==> config.mk <==
export PLATFORM = sky130hd
export DESIGN_NAME = tlsf_ram
export DESIGN_NICKNAME = d
export VERILOG_FILES = /design/src/rtl/assert_macros.svh /design/src/rtl/tlsf_ram.sv
export SDC_FILE = /design/constraint.sdc
export NUM_CORES = 2
export LEC_CHECK = 0
export BUFFER_PORTS_ARGS = -buffer_cell sky130_fd_sc_hd__buf_2
export CAP_MARGIN = 20
export CORE_AREA = 3 3 616 373
export CTS_CLUSTER_SIZE = 25
export DETAILED_ROUTE_END_ITERATION = 12
export DIE_AREA = 0 0 619 376
export GPL_ROUTABILITY_DRIVEN = 0
export MAX_ROUTING_LAYER = met4
export PLACE_DENSITY = 0.51
export SETUP_SLACK_MARGIN = 0.15
export SYNTH_ARGS = -nofsm -noshare
export SYNTH_HDL_FRONTEND = slang
export SYNTH_SLANG_ARGS = --single-unit
==> constraint.sdc <==
create_clock -name i_clk -period 4.4 [get_ports i_clk]
set_input_delay 0.88 -clock i_clk [delete_from_list [all_inputs] [get_ports i_clk]]
set_output_delay 0.88 -clock i_clk [all_outputs]
set_load 0.02 [all_outputs]
==> src/rtl/assert_macros.svh <==
// Assertion macros included by the top-level RTL file.
`ifndef ASSERT_MACROS_SVH
`define ASSERT_MACROS_SVH
`ifndef SYNTHESIS
// same-cycle implication
`define ASSERT_IMP(label, clk, rst_n, ante, cons) \
    label: assert property (@(posedge clk) disable iff (!(rst_n)) (ante) |-> (cons)) \
        else $error("assertion failed");
// next-cycle implication
`define ASSERT_NXT(label, clk, rst_n, ante, cons) \
    label: assert property (@(posedge clk) disable iff (!(rst_n)) (ante) |=> (cons)) \
        else $error("assertion failed");
`else
`define ASSERT_IMP(label, clk, rst_n, ante, cons)
`define ASSERT_NXT(label, clk, rst_n, ante, cons)
`endif
`endif

==> src/rtl/tlsf_ram.sv <==
// Generic single-write, single-read RAM with registered read data.
module tlsf_ram #(
    parameter int WIDTH = 32,
    parameter int DEPTH = 64,
    localparam int AW = (DEPTH > 1) ? $clog2(DEPTH) : 1
) (
    input  logic             i_clk,
    input  logic             i_we,
    input  logic [AW-1:0]    i_waddr,
    input  logic [WIDTH-1:0] i_wdata,
    input  logic [AW-1:0]    i_raddr,
    output logic [WIDTH-1:0] o_rdata
);
    logic [WIDTH-1:0] r_mem [DEPTH];
    logic [WIDTH-1:0] r_rdata;

    always_ff @(posedge i_clk) begin
        if (i_we) begin
            r_mem[i_waddr] <= i_wdata;
        end
        r_rdata <= r_mem[i_raddr];
    end

    assign o_rdata = r_rdata;
endmodule

==> reports/metrics.cfg <==
[die]
initial_utilization_pct = 34.90
rows = 135
fp.dieArea_mm2 = 0.2327
die_y_um = 376
core_area_mm2 = 0.2250
die_w_um = 619
ioPinCount = 78

[power_and_ir_drop]
power_density_mw_per_mm2 = 443.6
leakage_uw = 0.02796
peakVddDrop_mv = 0.3173
finalPower_uw = 40190

[logic_synthesis]
yosysMostFrequentCell = edfxtp_1
synth.distinct_cells = 34
synthesis.nets = 3370
synthXorXnorAreaFrac_pct = 0
ys_top_cells_by_area = edfxtp_1 78%, mux4_2 16%, mux2i_1 1.2%, dfxtp_1 0.82%, o22ai_1 0.67%
synthCells = 3324
synth_compound_area_share_pct = 1.673
synthAdderAreaFrac_pct = 0
ys_warn_count = 0
synthFlopType = edfxtp_1
seq_area_frac_synth_pct = 79.14
synth_edf_count = 2048
synthMuxAreaShare_pct = 16.79
synth_area_leader_cell = edfxtp_1
synth_top_family_by_area = multiplexers
synth_top_area_share_pct = 78.33
synthArstFlopShare_pct = 0
yosys_register_bits = 2080
avgSynthCellArea_um2 = 23.62
netlist_top_cells_count = 2048 x edfxtp_1, 544 x mux4_2, 137 x nor2_1
synth-simple-area-share_pct = 1.265
synth_area_mm2 = 0.07852

[placement]
place_area_mm2 = 0.08469
io_buffer_count = 77
place_hpwl_mm = 135.2

[route]
ant_nets = 0
drcViolationCount = 0
drtPass1Iterations = 6
vias_per_cell = 5.536
detail_route.wl_per_cell_um = 33.36
wl_mm = 227.5
drtIter0Drc = 5017
vias = 37760

[clock_network]
clk_latency_ns = 0.83
clkSlewWorstSetupHoldPaths_ns = 0.07
cts_max_level = 4
clock-sinks = 2080
cts_resized = 0
root_buffer = clkbuf_16
hold_buffers = 0
cts_buffer_depth = 4
numCtsBuffers = 187
cts_tree = built
post-cts-setup-buffers = 0

[global_routing]
grt_usage_pct = 19.99
grtUsageMet3_pct = 5.200
grt_pass1_wl_mm = 313.3
met2_usage_pct = 26.60
grtUsageMet1_pct = 30.90
busiest_layer = met1
grt_pass1_vias = 37040
grt_antenna_before_repair = 17
grt_overflow = 0
grt_max_degree = 65

[setup_path]
critPathRequiredTime_ns = 5.05
cp.arrival_ns = 3.71
worst_setup_path_start_kind = primary input
worstSetupPathType = in -> reg
critPathCaptureType = flop
crit_fanout = 35

[timing]
hold_violations = 0
rsz0062_at_grt = no
drv_slew = 0
min_period_over_period_pct = 69.43
max_slew_margin_pct = 33.19
worst_clock_skew_ns = 0.03784
fmax_mhz = 327.3
worstMarginPinSlew_ns = 1.002
fin_crit_ns = 3.055
setup_tns_ns = 0
setup_violations = 0

[cells_and_area]
fin_nets = 3701
syn2layout_area_growth_pct = 15.39
drive_gt1_share_pct = 31.38
final_cell_area_mm2 = 0.09060

[job]
cap_violations = 0

[run_status]
outcome = complete, no violations

[min_path]
hold_class = in -> reg

through the flow:
stage               util (%)  cells  setup WS (ns)  hold slack (ns)
CTS                    40.20   6807          1.265           0.3264
global placement       37.62   6472         0.4134           0.7016
global route           40.27   6819          1.234           0.3386
detailed placement     37.64   6474         0.4072           0.7288
floorplan                  -   3324         0.3602           0.6632
finish                 40.27   6820          1.345           0.3839
routing by layer:
| metal | part of all wire [%] | routed length (um) | vias up |
|---|---|---|---|
| li1 | - | - | 14930 |
| met1 | 48 | 108200 | 20910 |
| met2 | 42 | 94890 | 1632 |
| met3 | 9.1 | 20620 | 277 |
| met4 | 1.7 | 3874 | 0 |
| met5 | 0 | 0 | - |
sequential cells by signal, summed over array words and instances (netlist names):
name     cells
r_mem     2048
o_rdata     32
critical path, stage by stage:
cell and delay [ns]:
buf_8 0.42, buf_12 0.34, buf_12 0.27, mux4_2 0.56, mux4_2 0.47, o22ai_1 0.48, nor2_1 0.17
cell families after synthesis:
| group | after synthesis |
|---|---|
| DFF | 2080 |
| and+or+nand+nor | 223 |
| AOI/OAI and AO/OA | 202 |
| buffers and inverters | 182 |
| muxes | 637 |
cell type report:
type | count | area, um2
fillers | 19800 | 134400
flip-flops and latches | 2080 | 62140
multi-input cells | 1062 | 15970
clock buffers | 239 | 5020
well taps | 3014 | 3771
repair buffers | 324 | 2934
clock inverters | 94 | 744.5
diodes | 7 | 17.52
cell usage in the layout (no fill, tap or decap), drive strengths merged, types with 12 or more instances in the layout:
cell       n
a22oi     12
mux4     544
dfxtp     32
clkbuf   239
nor2b     15
a21oi     62
mux2i     93
clkinv    76
edfxtp  2048
o22ai     84
o221ai    27
bufinv    12
buf      324
nor2     137
nand2     26
where the power goes:
| part | total (uW) | leakage [uW] | internal [uW] | switching [uW] |
|---|---|---|---|---|
| logic | 2200 | 0.00643 | 808 | 1390 |
| registers | 22000 | 0.0187 | 21900 | 110 |
| clock network | 16000 | 0.00284 | 8750 | 7210 |
| total | 40200 | 0.0280 | 31500 | 8710 |
final timing paths:
| check | startpoint | endpoint | slack [ns] | cells after the start |
|---|---|---|---|---|
| worst max-delay path | i_raddr[0] | o_rdata[9] | 1.34 | 7 |
| worst min-delay path | i_wdata[10] | r_mem[4][10] | 0.38 | 1 |
| worst max register to register | r_mem[31][22] | o_rdata[22] | 2.24 | 4 |
| worst min register to register | r_mem[12][17] | o_rdata[17] | 0.73 | 4 |
(Power assumes the default switching activity.)
