`src/rtl/assert_macros.svh`:
```
// Assertion macros included by the top-level RTL file.
`ifndef ASSERT_MACROS_SVH
`define ASSERT_MACROS_SVH
`ifndef SYNTHESIS
// same-cycle implication
`define ASSERT_IMP(label, clk, rst_n, ante, cons) \
    label: assert property (@(posedge clk) disable iff (!(rst_n)) (ante) |-> (cons)) \
        else $error("assertion failed");
// next-cycle implication
`define ASSERT_NXT(label, clk, rst_n, ante, cons) \
    label: assert property (@(posedge clk) disable iff (!(rst_n)) (ante) |=> (cons)) \
        else $error("assertion failed");
`else
`define ASSERT_IMP(label, clk, rst_n, ante, cons)
`define ASSERT_NXT(label, clk, rst_n, ante, cons)
`endif
`endif

```
`src/rtl/tlsf_pkg.sv`:
```
// Types and constants of the tabu list similarity filter.
package tlsf_pkg;
    localparam int MAX_ENTRIES_DEF = 16;
    localparam int MAX_GENES_DEF   = 64;
    localparam int VALUE_WIDTH_DEF = 32;

    localparam logic [4:0]  TABU_LENGTH_RST = 5'd16;
    localparam logic [15:0] TOLERANCE_RST   = 16'd655;

    typedef enum logic [1:0] {
        KIND_REAL = 2'd0,
        KIND_INT  = 2'd1,
        KIND_BIT  = 2'd2
    } t_kind;

    typedef enum logic [2:0] {
        REG_FLOAT_COUNT = 3'd0,
        REG_INT_COUNT   = 3'd1,
        REG_BOOL_COUNT  = 3'd2,
        REG_TABU_LENGTH = 3'd3,
        REG_THRESHOLD   = 3'd4,
        REG_TOLERANCE   = 3'd5
    } t_reg;

    typedef struct packed {
        logic [6:0]  float_count;
        logic [6:0]  int_count;
        logic [6:0]  bool_count;
        logic [4:0]  tabu_length;
        logic [17:0] threshold;
        logic [15:0] tolerance;
    } t_cfg;

    typedef enum logic [3:0] {
        ST_IDLE,
        ST_SEL,
        ST_RD,
        ST_CMP,
        ST_CHK,
        ST_DEC,
        ST_CP_RD,
        ST_CP_WR,
        ST_UPD,
        ST_DONE
    } t_state;
endpackage

```
`src/rtl/tlsf_gene_cmp.sv`:
```
// Gene match test for one pair of values of a given section.
module tlsf_gene_cmp #(
    parameter int VALUE_WIDTH = 32
) (
    input  logic [1:0]             i_kind,
    input  logic [VALUE_WIDTH-1:0] i_a,
    input  logic [VALUE_WIDTH-1:0] i_b,
    input  logic [15:0]            i_tol,
    output logic                   o_match
);
    import tlsf_pkg::*;

    localparam int DW = (VALUE_WIDTH + 1 > 17) ? VALUE_WIDTH + 1 : 17;

    logic signed [DW-1:0] w_a, w_b, w_d;
    logic        [DW-1:0] w_abs;

    assign w_a   = DW'(signed'(i_a));
    assign w_b   = DW'(signed'(i_b));
    assign w_d   = w_a - w_b;
    assign w_abs = w_d[DW-1] ? DW'(-w_d) : DW'(w_d);

    always_comb begin
        case (t_kind'(i_kind))
            KIND_REAL: o_match = w_abs < {{(DW-16){1'b0}}, i_tol};
            KIND_INT:  o_match = i_a == i_b;
            KIND_BIT:  o_match = i_a[0] == i_b[0];
            default:   o_match = 1'b0;
        endcase
    end
endmodule

```
`config.mk`:
```
export PLATFORM = sky130hd
export DESIGN_NAME = tlsf_gene_cmp
export DESIGN_NICKNAME = d
export VERILOG_FILES = /design/src/rtl/assert_macros.svh /design/src/rtl/tlsf_pkg.sv /design/src/rtl/tlsf_gene_cmp.sv
export SDC_FILE = /design/constraint.sdc
export NUM_CORES = 1
export LEC_CHECK = 0
export BUFFER_PORTS_ARGS = -buffer_cell sky130_fd_sc_hd__buf_2
export CAP_MARGIN = 10
export CORE_MARGIN = 3
export CORE_UTILIZATION = 46
export DETAILED_ROUTE_END_ITERATION = 10
export PLACE_DENSITY = 0.75
export SLEW_MARGIN = 20
export SYNTH_ARGS = -nofsm -noshare
export SYNTH_HDL_FRONTEND = slang
export SYNTH_SLANG_ARGS = --single-unit
```
`constraint.sdc`:
```
create_clock -name vclk -period 7.75
set_input_delay 0.775 -clock vclk [all_inputs]
set_output_delay 0.775 -clock vclk [all_outputs]
set_load 0.05 [all_outputs]
```
==> metrics <==
die area 0.00908 mm²; fin. max-slew vios 0; Via density 6.11; CP required around 7.0 ns; Ports 83; Inserted Diodes 0; share of cells above drive strength 1 0.179; status finished clean; critical path's slowest cell fa_1; Std-Cell Rows 31; mean area per synthesized cell about 6.7 µm²; Tightest Pin Transition around 0.79 ns; Routed WL per cell about 15 µm; Initial Utilization 0.490; clkbuf count 0; sequential cells 0; RSZ-0062 raised after global routing false; Antenna Nets Post-Route 0; DP Cell Count 714; final period utilization 0.885; Setup TNS 0 ns; Seq/Total Area, Yosys 0; Finish-stage setup viols 0; power per cell area roughly 100 mW/mm²; endpoint type of the worst setup path output pin; area of the mapped netlist ~0.0037 mm²; top-area cell type share of the netlist area 0.164; die height 95.3 µm; maximum fanout along the worst path 6; hold_ws ~2.3 ns; Final Cell Area approximately 0.0041 mm²; Die Width ~95 µm; Max Clock Freq around 0.15 GHz; largest net degree at the start of global routing 23; GR Util All Layers 0.225; Register Area 0 µm²; critical path cell sequence buf_2, inv_1, ha_1, fa_1, and2b_1, o221a_2, o221ai_1, a221oi_1, nand2_1, or3_1, o21ai_0, xor2_1, ha_1, a21o_1, a21o_1, a21oi_1, o21ai_0, a2111oi_0, o41ai_1, a21o_1, a211oi_1, o2111ai_1, o31ai_2, buf_2; worst rel slew slack 0.459; Worst EP arrival between 6 and 7 ns; Remaining Overflow, GRT 0; final hold viol count 0; gpl congestion a little over 0.9; DR pass1 iterations 5; number of global-route vias before repair ~3,800; CP max stage delay ~0.43 ns; first-pass GRT wire length about 17,000 µm; CP Launch Type input pin; DRC violations left 0; Synth Net Count between 600 and 700; largest cells by area after synthesis ha_1 (16%), a21oi_1 (5.9%), inv_1 (5.7%); leakage 1.92 nW; fin util 0.550; area delta synth->final 12.2%; largest area contributor in the netlist ha_1; DP Wirelength around 9000 µm; final net count approximately 750; fin cells ~700; via count 4,364; DP Area just over 0.004 mm²; Syn Inst Count around 550; Yosys warning count 0; initial DRC count ~310; initial antenna violation count 0; I/O Buffers between 80 and 90; Synth cell types 79; post-CTS setup buffer count 0; Core Box Area around 0.0075 mm²; Crit path top cell by count a21o_1; VDD IR max between 40 and 50 µV; post_cts resized 0; worst hold path class in -> out; Post-CTS Hold Buffers 0; Setup CP Type in -> out; fin crit period around 6.9 ns; Routed Wire Length ~11,000 µm; Max-Cap Viols 0
[metrics by stage]
stage | power (mW) | setup slack, ns
floorplan | 0.317 | 1.24
global placement | 0.401 | 1.14
detailed placement | 0.413 | 0.929
CTS | 0.415 | 0.906
global route | 0.470 | 0.477
finish | 0.422 | 0.890
[synth_stat cells (all sizes together) (3+ instances only)]
library cell,count
a2111oi,5
a211o,3
a211oi,4
a21boi,6
a21o,16
a21oi,47
a31o,4
a31oi,3
and3,6
and4,3
buf,8
clkbuf,12
ha,48
inv,56
mux2i,3
nand2,51
nand2b,3
nand3,21
nand4,10
nand4b,3
nor2,36
nor2b,4
nor3,16
nor4,9
nor4b,3
o2111ai,7
o211a,3
o211ai,11
o21a,7
o21ai,42
o21bai,4
o221ai,3
o31ai,10
o41ai,3
or2,9
or3,4
or4,5
xnor2,22
xor2,13
[per-layer routing]
metal | vias up | wire (µm) | share of wire | track usage
met4 | 0 | 37 | 0.0035 | 0.0168
met2 | 185 | 4670 | 0.44 | 0.367
li1 | 2206 | - | - | -
met3 | 6 | 825 | 0.078 | 0.0150
met5 | - | 0 | 0 | 0
met1 | 1967 | 5030 | 0.48 | 0.335
[layout by cell type, fill, tap and decap left out, types with 4 or more instances in the layout]
cell	count
buf_2	83
inv_1	56
nand2_1	51
ha_1	48
a21oi_1	43
nor2_1	36
o21ai_0	36
xnor2_1	22
nand3_1	20
nor3_1	16
a21o_1	16
xor2_1	13
nand4_1	10
o31ai_1	9
o211ai_1	9
nor4_1	8
o2111ai_1	7
and3_1	6
or2_1	6
o21a_1	6
a2111oi_0	5
o21ai_1	5
a21boi_0	4
or3_1	4
or4_1	4
nor2b_1	4
a21oi_2	4
o21bai_1	4
a211oi_1	4
a31o_2	4
[path summary, 6_finish.rpt]
check	slack, ns	cells after the start	startpoint	to
min	2.31	8	i_kind[1]	o_match
max	0.89	24	i_a[0]	o_match
[cells by family after synthesis]
group,Yosys count,share of synthesized area
XOR/XNOR,35,0.0836
buffers and inverters,76,0.0843
multiplexers,4,0.0113
adder cells (fa/ha/maj),49,0.169
AND/OR/NAND/NOR,191,0.275
AO/OA/AOI/OAI,196,0.376
[final cells by class]
type | count | area [µm²]
Fill cell | 768 | 3370
Timing Repair Buffer | 84 | 423
Inverter | 56 | 210
Multi-Input combinational cell | 475 | 3360
Tap cell | 99 | 124
[report_power, final]
group	total [mW]	internal, mW	switching (mW)
registers	0	0	0
clock network	0	0	0
logic	0.422	0.170	0.252
total	0.422	0.170	0.252
[worst max-delay path: cells and delay by family]
| kind | cells | cell delay (ns) |
|---|---|---|
| AO/OA/AOI/OAI | 14 | 2.95 |
| XOR/XNOR | 1 | 0.18 |
| adder cells (fa/ha/maj) | 3 | 0.91 |
| buffers and inverters | 3 | 0.40 |
| AND/OR/NAND/NOR | 3 | 0.85 |
Note: power is estimated with default switching activity, not from simulation.
