===== src/rtl/assert_macros.svh =====
// Assertion macros included by the top-level RTL file.
`ifndef ASSERT_MACROS_SVH
`define ASSERT_MACROS_SVH
`ifndef SYNTHESIS
// same-cycle implication
`define ASSERT_IMP(label, clk, rst_n, ante, cons) \
    label: assert property (@(posedge clk) disable iff (!(rst_n)) (ante) |-> (cons)) \
        else $error("assertion failed");
// next-cycle implication
`define ASSERT_NXT(label, clk, rst_n, ante, cons) \
    label: assert property (@(posedge clk) disable iff (!(rst_n)) (ante) |=> (cons)) \
        else $error("assertion failed");
`else
`define ASSERT_IMP(label, clk, rst_n, ante, cons)
`define ASSERT_NXT(label, clk, rst_n, ante, cons)
`endif
`endif


===== src/rtl/tlsf_pkg.sv =====
// Types and constants of the tabu list similarity filter.
package tlsf_pkg;
    localparam int MAX_ENTRIES_DEF = 16;
    localparam int MAX_GENES_DEF   = 64;
    localparam int VALUE_WIDTH_DEF = 32;

    localparam logic [4:0]  TABU_LENGTH_RST = 5'd16;
    localparam logic [15:0] TOLERANCE_RST   = 16'd655;

    typedef enum logic [1:0] {
        KIND_REAL = 2'd0,
        KIND_INT  = 2'd1,
        KIND_BIT  = 2'd2
    } t_kind;

    typedef enum logic [2:0] {
        REG_FLOAT_COUNT = 3'd0,
        REG_INT_COUNT   = 3'd1,
        REG_BOOL_COUNT  = 3'd2,
        REG_TABU_LENGTH = 3'd3,
        REG_THRESHOLD   = 3'd4,
        REG_TOLERANCE   = 3'd5
    } t_reg;

    typedef struct packed {
        logic [6:0]  float_count;
        logic [6:0]  int_count;
        logic [6:0]  bool_count;
        logic [4:0]  tabu_length;
        logic [17:0] threshold;
        logic [15:0] tolerance;
    } t_cfg;

    typedef enum logic [3:0] {
        ST_IDLE,
        ST_SEL,
        ST_RD,
        ST_CMP,
        ST_CHK,
        ST_DEC,
        ST_CP_RD,
        ST_CP_WR,
        ST_UPD,
        ST_DONE
    } t_state;
endpackage


===== src/rtl/tlsf_regs.sv =====
// Configuration register file behind the APB-style port.
module tlsf_regs (
    input  logic               i_clk,
    input  logic               i_rst_n,
    input  logic               psel,
    input  logic               penable,
    input  logic               pwrite,
    input  logic [4:0]         paddr,
    input  logic [31:0]        pwdata,
    output logic [31:0]        prdata,
    output logic               pready,
    output tlsf_pkg::t_cfg     o_cfg
);
    import tlsf_pkg::*;

    t_cfg r_cfg;
    logic w_wr;
    t_reg w_idx;

    assign w_wr   = psel && penable && pwrite;
    assign w_idx  = t_reg'(paddr[4:2]);
    assign pready = 1'b1;
    assign o_cfg  = r_cfg;

    always_ff @(posedge i_clk) begin
        if (!i_rst_n) begin
            r_cfg.float_count <= '0;
            r_cfg.int_count   <= '0;
            r_cfg.bool_count  <= '0;
            r_cfg.tabu_length <= TABU_LENGTH_RST;
            r_cfg.threshold   <= '0;
            r_cfg.tolerance   <= TOLERANCE_RST;
        end else if (w_wr) begin
            unique case (w_idx)
                REG_FLOAT_COUNT: r_cfg.float_count <= pwdata[6:0];
                REG_INT_COUNT:   r_cfg.int_count   <= pwdata[6:0];
                REG_BOOL_COUNT:  r_cfg.bool_count  <= pwdata[6:0];
                REG_TABU_LENGTH: r_cfg.tabu_length <= pwdata[4:0];
                REG_THRESHOLD:   r_cfg.threshold   <= pwdata[17:0];
                REG_TOLERANCE:   r_cfg.tolerance   <= pwdata[15:0];
                default: ;
            endcase
        end
    end

    always_comb begin
        unique case (w_idx)
            REG_FLOAT_COUNT: prdata = {25'd0, r_cfg.float_count};
            REG_INT_COUNT:   prdata = {25'd0, r_cfg.int_count};
            REG_BOOL_COUNT:  prdata = {25'd0, r_cfg.bool_count};
            REG_TABU_LENGTH: prdata = {27'd0, r_cfg.tabu_length};
            REG_THRESHOLD:   prdata = {14'd0, r_cfg.threshold};
            REG_TOLERANCE:   prdata = {16'd0, r_cfg.tolerance};
            default:         prdata = '0;
        endcase
    end
endmodule


===== config.mk =====
export PLATFORM = sky130hd
export DESIGN_NAME = tlsf_regs
export DESIGN_NICKNAME = d
export VERILOG_FILES = /design/src/rtl/assert_macros.svh /design/src/rtl/tlsf_pkg.sv /design/src/rtl/tlsf_regs.sv
export SDC_FILE = /design/constraint.sdc
export NUM_CORES = 1
export LEC_CHECK = 0
export ABC_AREA = 1
export BUFFER_PORTS_ARGS = -buffer_cell sky130_fd_sc_hd__buf_2
export CELL_PAD_IN_SITES_DETAIL_PLACEMENT = 0
export CELL_PAD_IN_SITES_GLOBAL_PLACEMENT = 2
export CORE_MARGIN = 2
export CORE_UTILIZATION = 24
export CTS_CLUSTER_SIZE = 20
export DETAILED_ROUTE_END_ITERATION = 6
export PLACE_DENSITY = 0.75
export SLEW_MARGIN = 30
export SYNTH_ARGS = -nofsm -noshare
export SYNTH_HDL_FRONTEND = slang
export SYNTH_SLANG_ARGS = --single-unit

===== constraint.sdc =====
create_clock -name i_clk -period 1.2 [get_ports i_clk]
set_input_delay 0.12 -clock i_clk [delete_from_list [all_inputs] [get_ports i_clk]]
set_output_delay 0.12 -clock i_clk [all_outputs]
set_load 0.03 [all_outputs]

==> run metrics, run 1 <==
Syn Inst Count=between 400 and 500; Placed Cells=a little under 800; synthesized area per cell=6.496 µm²; Area contributors post-synth=dfxtp_1 37%, nor2_1 15%, nand2_1 13%; Hold Startpoint=pwdata[2]; run status=finished, violations left; final setup fails=4; # rows=42; pre-CTS setup slack=-0.09684 ns; H-tree depth=3; r2r startpoint=o_cfg[16]; die area=around 14,000 µm²; WP data arrival=between 1 and 1.5 ns; post-synthesis simple-gate area fraction=46.23%; Vias=about 3,400; Post-synth EDFFs=0; reg-to-reg endpoint=o_cfg[16]; Power Density=1090 nW/µm²; violation count after the first detailed-routing iteration=between 150 and 200; #FFs+latches synth=60; post-synth top area cell=dfxtp_1; leak pwr=roughly 2.3 nW; final WL=between 10 and 15 mm; largest net degree at the start of global routing=61; WL/cell=about 13 µm; Clock Tree Root=clkbuf_16; crit path launch type=register; Vias/cell=about 4.2; IO Pins=around 140; hold path depth=3; largest family of logic cells by synthesized area=simple AND/OR/NAND/NOR gates; Initial Util=24.48%; count of different cell masters after synthesis=22; area grow syn2layout=46.96%; asr flop ratio synth=0%; Max clock buf depth=2; vias in the first global route=about 3,200; worst vdd ir=around 0.00047 V; non-filler instance count after layout=~810; post-synth top area share=a little under two fifths; Power, Total=about 5.2 mW; Hold Slack=around 0.023 ns; first drt pass iteration count=4; Ant. Diodes=0; mapped cell area=between 3000 and 4000 µm²; Hold Path End=o_cfg[2]; final-report hold violation count=0; hold crit path type=input pin to register; Synth Area in XOR/XNOR=0%; max reg flops=60; Final ANT Viol Nets=0; Max-Cap Viols=0; Clock Latency Late Sink=0.32 ns; sequential-to-total area share from yosys stat=approximately 37%; Total GRT Usage=15.07%; yosys warns=0; GR Overflow Total=0; CTS Hold Bufs=0; clock skew=0 ns; TritonCTS clock tree=done; Final Slew Violations=0; Core Area=roughly 13,000 µm²; Port Buffers=approximately 100; RD Place Congestion=0.7874; portion of netlist area occupied by mux cells=0%; layout cells sized above 1=just under 40%; Synth Area in Compound Gates=between 2 and 2.5%; reg2reg path depth=3; number of DRC violations after detailed routing=0; Final Cycle Share=106.8%; top_reg_cell synth=dfxtp_1; Synth top cells by count=130 x nor2_1, 114 x nand2_1, 60 x dfxtp_1; initial antenna violation count=0; Worst Setup End Kind=output pin; Worst-path clk slew=0.05 ns; Worst Path Class, Setup=register to output pin; most frequent cell after synthesis=nor2_1; Layout Nets=677; min Tclk post-route=1.282 ns; CP required=about 1.1 ns; Die W=around 120 µm; Die H=119.8 µm; fin worst setup slack=-0.08188 ns; fmax=roughly 780 MHz; Post-Synth Adder-Cell Area=0%; Num CTS Buffers=9; DP Wirelength=~8 mm; register-to-register setup slack=0.48 ns; failing checks=negative setup slack; clock sink total=60; crit path max fanout=3; first-pass GRT wire length=around 17 mm; RSZ-0062 raised after global routing=true
## how the worst max path moves through the flow
stage | slack, ns | cells past startpoint | endpoint | start
6_report | -0.08 | 5 | prdata[4] | o_cfg[38]
2_1_floorplan | -0.02 | 4 | prdata[10] | paddr[4]
3_3_place_gp | -0.08 | 8 | prdata[4] | paddr[3]
4_1_cts | -0.13 | 5 | prdata[2] | o_cfg[36]
3_5_place_dp | -0.1 | 8 | prdata[4] | paddr[3]
5_1_grt | -0.14 | 5 | prdata[4] | o_cfg[38]
## worst max-delay path: stages (launching register included)
cell and delay [ns]:
dfxtp_2 0.33, nand4_1 0.10, nand2_1 0.08, nor2_1 0.09
nand2_1 0.09, buf_6 0.15
## repair_timing
| action | 4_1_cts | 5_1_grt |
|---|---|---|
| gates cloned | 0 | 0 |
| gates resized for setup | 57 | 46 |
| pin swaps | 23 | 21 |
| setup endpoints to repair | 16 | 18 |
| setup buffers | 13 | 4 |
## placed cells by master (no fill, tap or decap), types with 15 or more instances in the layout
cell and count:
dfxtp_2 38, buf_2 83, inv_1 42, nand3_1 48, nand4_1 17, nand2_1 108, conb_1 15, buf_4 54
dfxtp_1 22, nor2_1 122
## per-stage QoR
step                      utilization (%)  instance area, µm²  TNS (ns)
after floorplan                         -                3264   -0.2229
after global placement              31.25                4105    -1.305
after detailed placement            31.25                4105    -1.756
after CTS                           35.13                4616   -0.3927
after global routing                35.97                4726   -0.6339
final                               35.97                4726   -0.1957
## logic make-up (layout without fill, tap and decap cells)
family | after synthesis | after routing
compound gates | 16 | 16
other cells | 2 | 15
buf+inv | 86 | 216
simple gates | 331 | 331
flops | 60 | 60
## final cells by class
type | instances | area [µm²]
clock buffers | 12 | 266.5
clock inverters | 2 | 10.01
fillers | 1500 | 8412
inverters | 46 | 185.2
multi-input cells | 362 | 1698
flip-flops and latches | 60 | 1249
well taps | 176 | 220.2
repair buffers | 156 | 1097
## per-layer routing
layer  vias up  part of all wire [%]  global-route usage [%]
met5         -                     0                       0
met4         0                   1.1                   3.971
met3        10                   6.3                   4.278
met2        78                    46                   24.71
met1      1552                    46                   19.44
li1       1785                     -                       -
## power by group
| part | total (mW) | switching (mW) | internal (mW) |
|---|---|---|---|
| Sequential | 2.04 | 0.0204 | 2.02 |
| Combinational | 0.705 | 0.463 | 0.241 |
| Clock | 2.40 | 0.868 | 1.53 |
(Power assumes the default switching activity.)
==> run 2: changes to the inputs <==
Settings changed: CAP_MARGIN set to 30, CORE_ASPECT_RATIO set to 1.25.
==> run metrics, run 2 (synthesis gave the netlist of run 1 again) <==
fmax=763.9 MHz; TritonCTS clock tree=done; Vias=~3,400; P_int=between 3 and 4 mW; hold path depth=3; first-pass GRT wire length=between 15 and 20 mm; reg-to-reg endpoint=o_cfg[0]; Port Buffers=around 100; first drt pass iteration count=4; # rows=47; violation count after the first detailed-routing iteration=162; Vias/cell=roughly 4.2; H-tree depth=3; CP required=roughly 1.1 ns; Crit path top cell by count=nand2_2; max reg flops=60; Die W=around 110 µm; clock sink total=60; Worst Setup End Kind=output pin; initial antenna violation count=0; Final ANT Viol Nets=0; final WL=between 10 and 15 mm; sequential cell area=between 1000 and 1500 µm²; fin worst setup slack=-0.1091 ns; Max clock buf depth=2; Switching Share=26.18%; WP data arrival=approximately 1.2 ns; Hold Startpoint=pwdata[7]; number of DRC violations after detailed routing=0; Die H=between 100 and 150 µm; clock skew=0 ns; Worst Path Class, Setup=register to output pin; multi-input logic area=between 1500 and 2000 µm²; Clock Tree Root=clkbuf_16; slowest CP cell=dfxtp_2; reg2reg path depth=3; crit path max fanout=3; min Tclk post-route=between 1 and 1.5 ns; most common cell after layout, fill and taps aside=nor2_1; most frequent cells in the layout=126 x nor2_1, 111 x nand2_1, 84 x buf_2; final setup fails=7; FILL cells=roughly 1,500; Net Switching=between 1 and 1.5 mW; crit path cell chain=nand4_1 -> nand2_2 -> nor2_4 -> nand2_2 -> buf_6; Total GRT Usage=between 10% and 20%; failing checks=negative setup slack; hold crit path type=input pin to register; Comb pwr share=a little over an eighth; crit path launch type=register; RSZ-0062 raised after global routing=true; final-report hold violation count=0; IO Pins=135; Clock Latency Late Sink=0.33 ns; vias in the first global route=between 3,000 and 4,000; Worst-path clk slew=about 0.060 ns; die area=roughly 14,000 µm²; Flop pwr share=37.9%; Final Cycle Share=109.1%; worst vdd ir=between 0.0006 and 0.0007 V; CTS Hold Bufs=0; area grow syn2layout=48.02%; Clk network pwr share=between 40 and 50%; r2r startpoint=o_cfg[0]; GR Overflow Total=0; Max-Cap Viols=0; delay of the slowest cell on the worst path=between 0.3 and 0.4 ns; WL/cell=13.24 µm; Hold Slack=around 0.021 ns; layout cells sized above 1=a little under two fifths; Power Density=1130 nW/µm²; RD Place Congestion=about 0.81; run status=finished, violations left; Power, Total=5.380 mW; Final Slew Violations=0; Hold Path End=o_cfg[7]; Ant. Diodes=0; leak pwr=2.320 nW; largest net degree at the start of global routing=approximately 60; Core Area=13,170 µm²; DP Wirelength=7.922 mm; register-to-register setup slack=roughly 0.47 ns; Num CTS Buffers=9; Initial Util=between 20% and 30%; Layout Nets=a little under 700
-- run 2: what timing repair did --
| action | 4_1_cts | 5_1_grt |
|---|---|---|
| setup endpoints to repair | 16 | 17 |
| setup buffers | 20 | 1 |
| resized for setup | 54 | 30 |
| pin swaps | 27 | 12 |
| gates cloned | 1 | 0 |
| endpoints found under the hold margin | 0 | 0 |
-- run 2: stage by stage --
| stage | TNS, ns | worst slack (ns) | cells | instance area (µm²) | utilization, % |
|---|---|---|---|---|---|
| 2_1_floorplan | -0.2229 | -0.02477 | 508 | 3264 | - |
| 3_3_place_gp | -2.390 | -0.1228 | 777 | 4091 | 31.06 |
| 3_5_place_dp | -2.583 | -0.1011 | 777 | 4091 | 31.06 |
| 4_1_cts | -0.4628 | -0.1177 | 814 | 4677 | 35.51 |
| 5_1_grt | -0.8235 | -0.1668 | 815 | 4760 | 36.13 |
| 6_report | -0.3278 | -0.1091 | 815 | 4760 | 36.13 |
-- run 2: worst max-delay path by stage --
stage                   start    endpoint  slack [ns]  depth (start not counted)
floorplan            paddr[4]  prdata[10]       -0.02                          4
global placement     paddr[3]  prdata[11]       -0.12                          7
detailed placement   paddr[3]   prdata[7]       -0.10                          7
CTS                 o_cfg[36]   prdata[2]       -0.12                          5
global route        o_cfg[40]   prdata[1]       -0.17                          5
finish               o_cfg[2]   prdata[2]       -0.11                          5
-- run 2: final cells by class --
type / instances / share of cell area (%)
Multi-Input combinational cell: 363 / 35.62
Sequential cell: 60 / 26.21
Timing Repair Buffer: 159 / 23.40
Clock buffer: 12 / 5.389
Tap cell: 171 / 4.495
Inverter: 46 / 3.891
Clock inverter: 4 / 0.9989
-- run 2: power by group through the flow --
| stage | clock network [mW] | registers [mW] | logic (mW) |
|---|---|---|---|
| after detailed placement | 0 | 2.08 | 0.655 |
| after CTS | 2.71 | 2.04 | 0.705 |
| after floorplan | 0 | 2.13 | 0.412 |
| final | 2.63 | 2.04 | 0.711 |
| after global placement | 0 | 2.08 | 0.653 |
| after global routing | 2.82 | 2.04 | 0.772 |
-- run 2: worst max-delay path, delay by kind of cell (launching register included) --
kind          cells  cell delay [ns]
simple gates      4             0.40
flops             1             0.33
buf+inv           1             0.13
-- run 2: metal layers --
metal  track usage (%)  vias up  part of all wire (%)
li1                  -     1797                     -
met1             18.00     1520                    40
met2             27.92       86                    53
met3             3.816        9                   5.9
met4             4.986        0                   1.3
met5                 0        -                     0
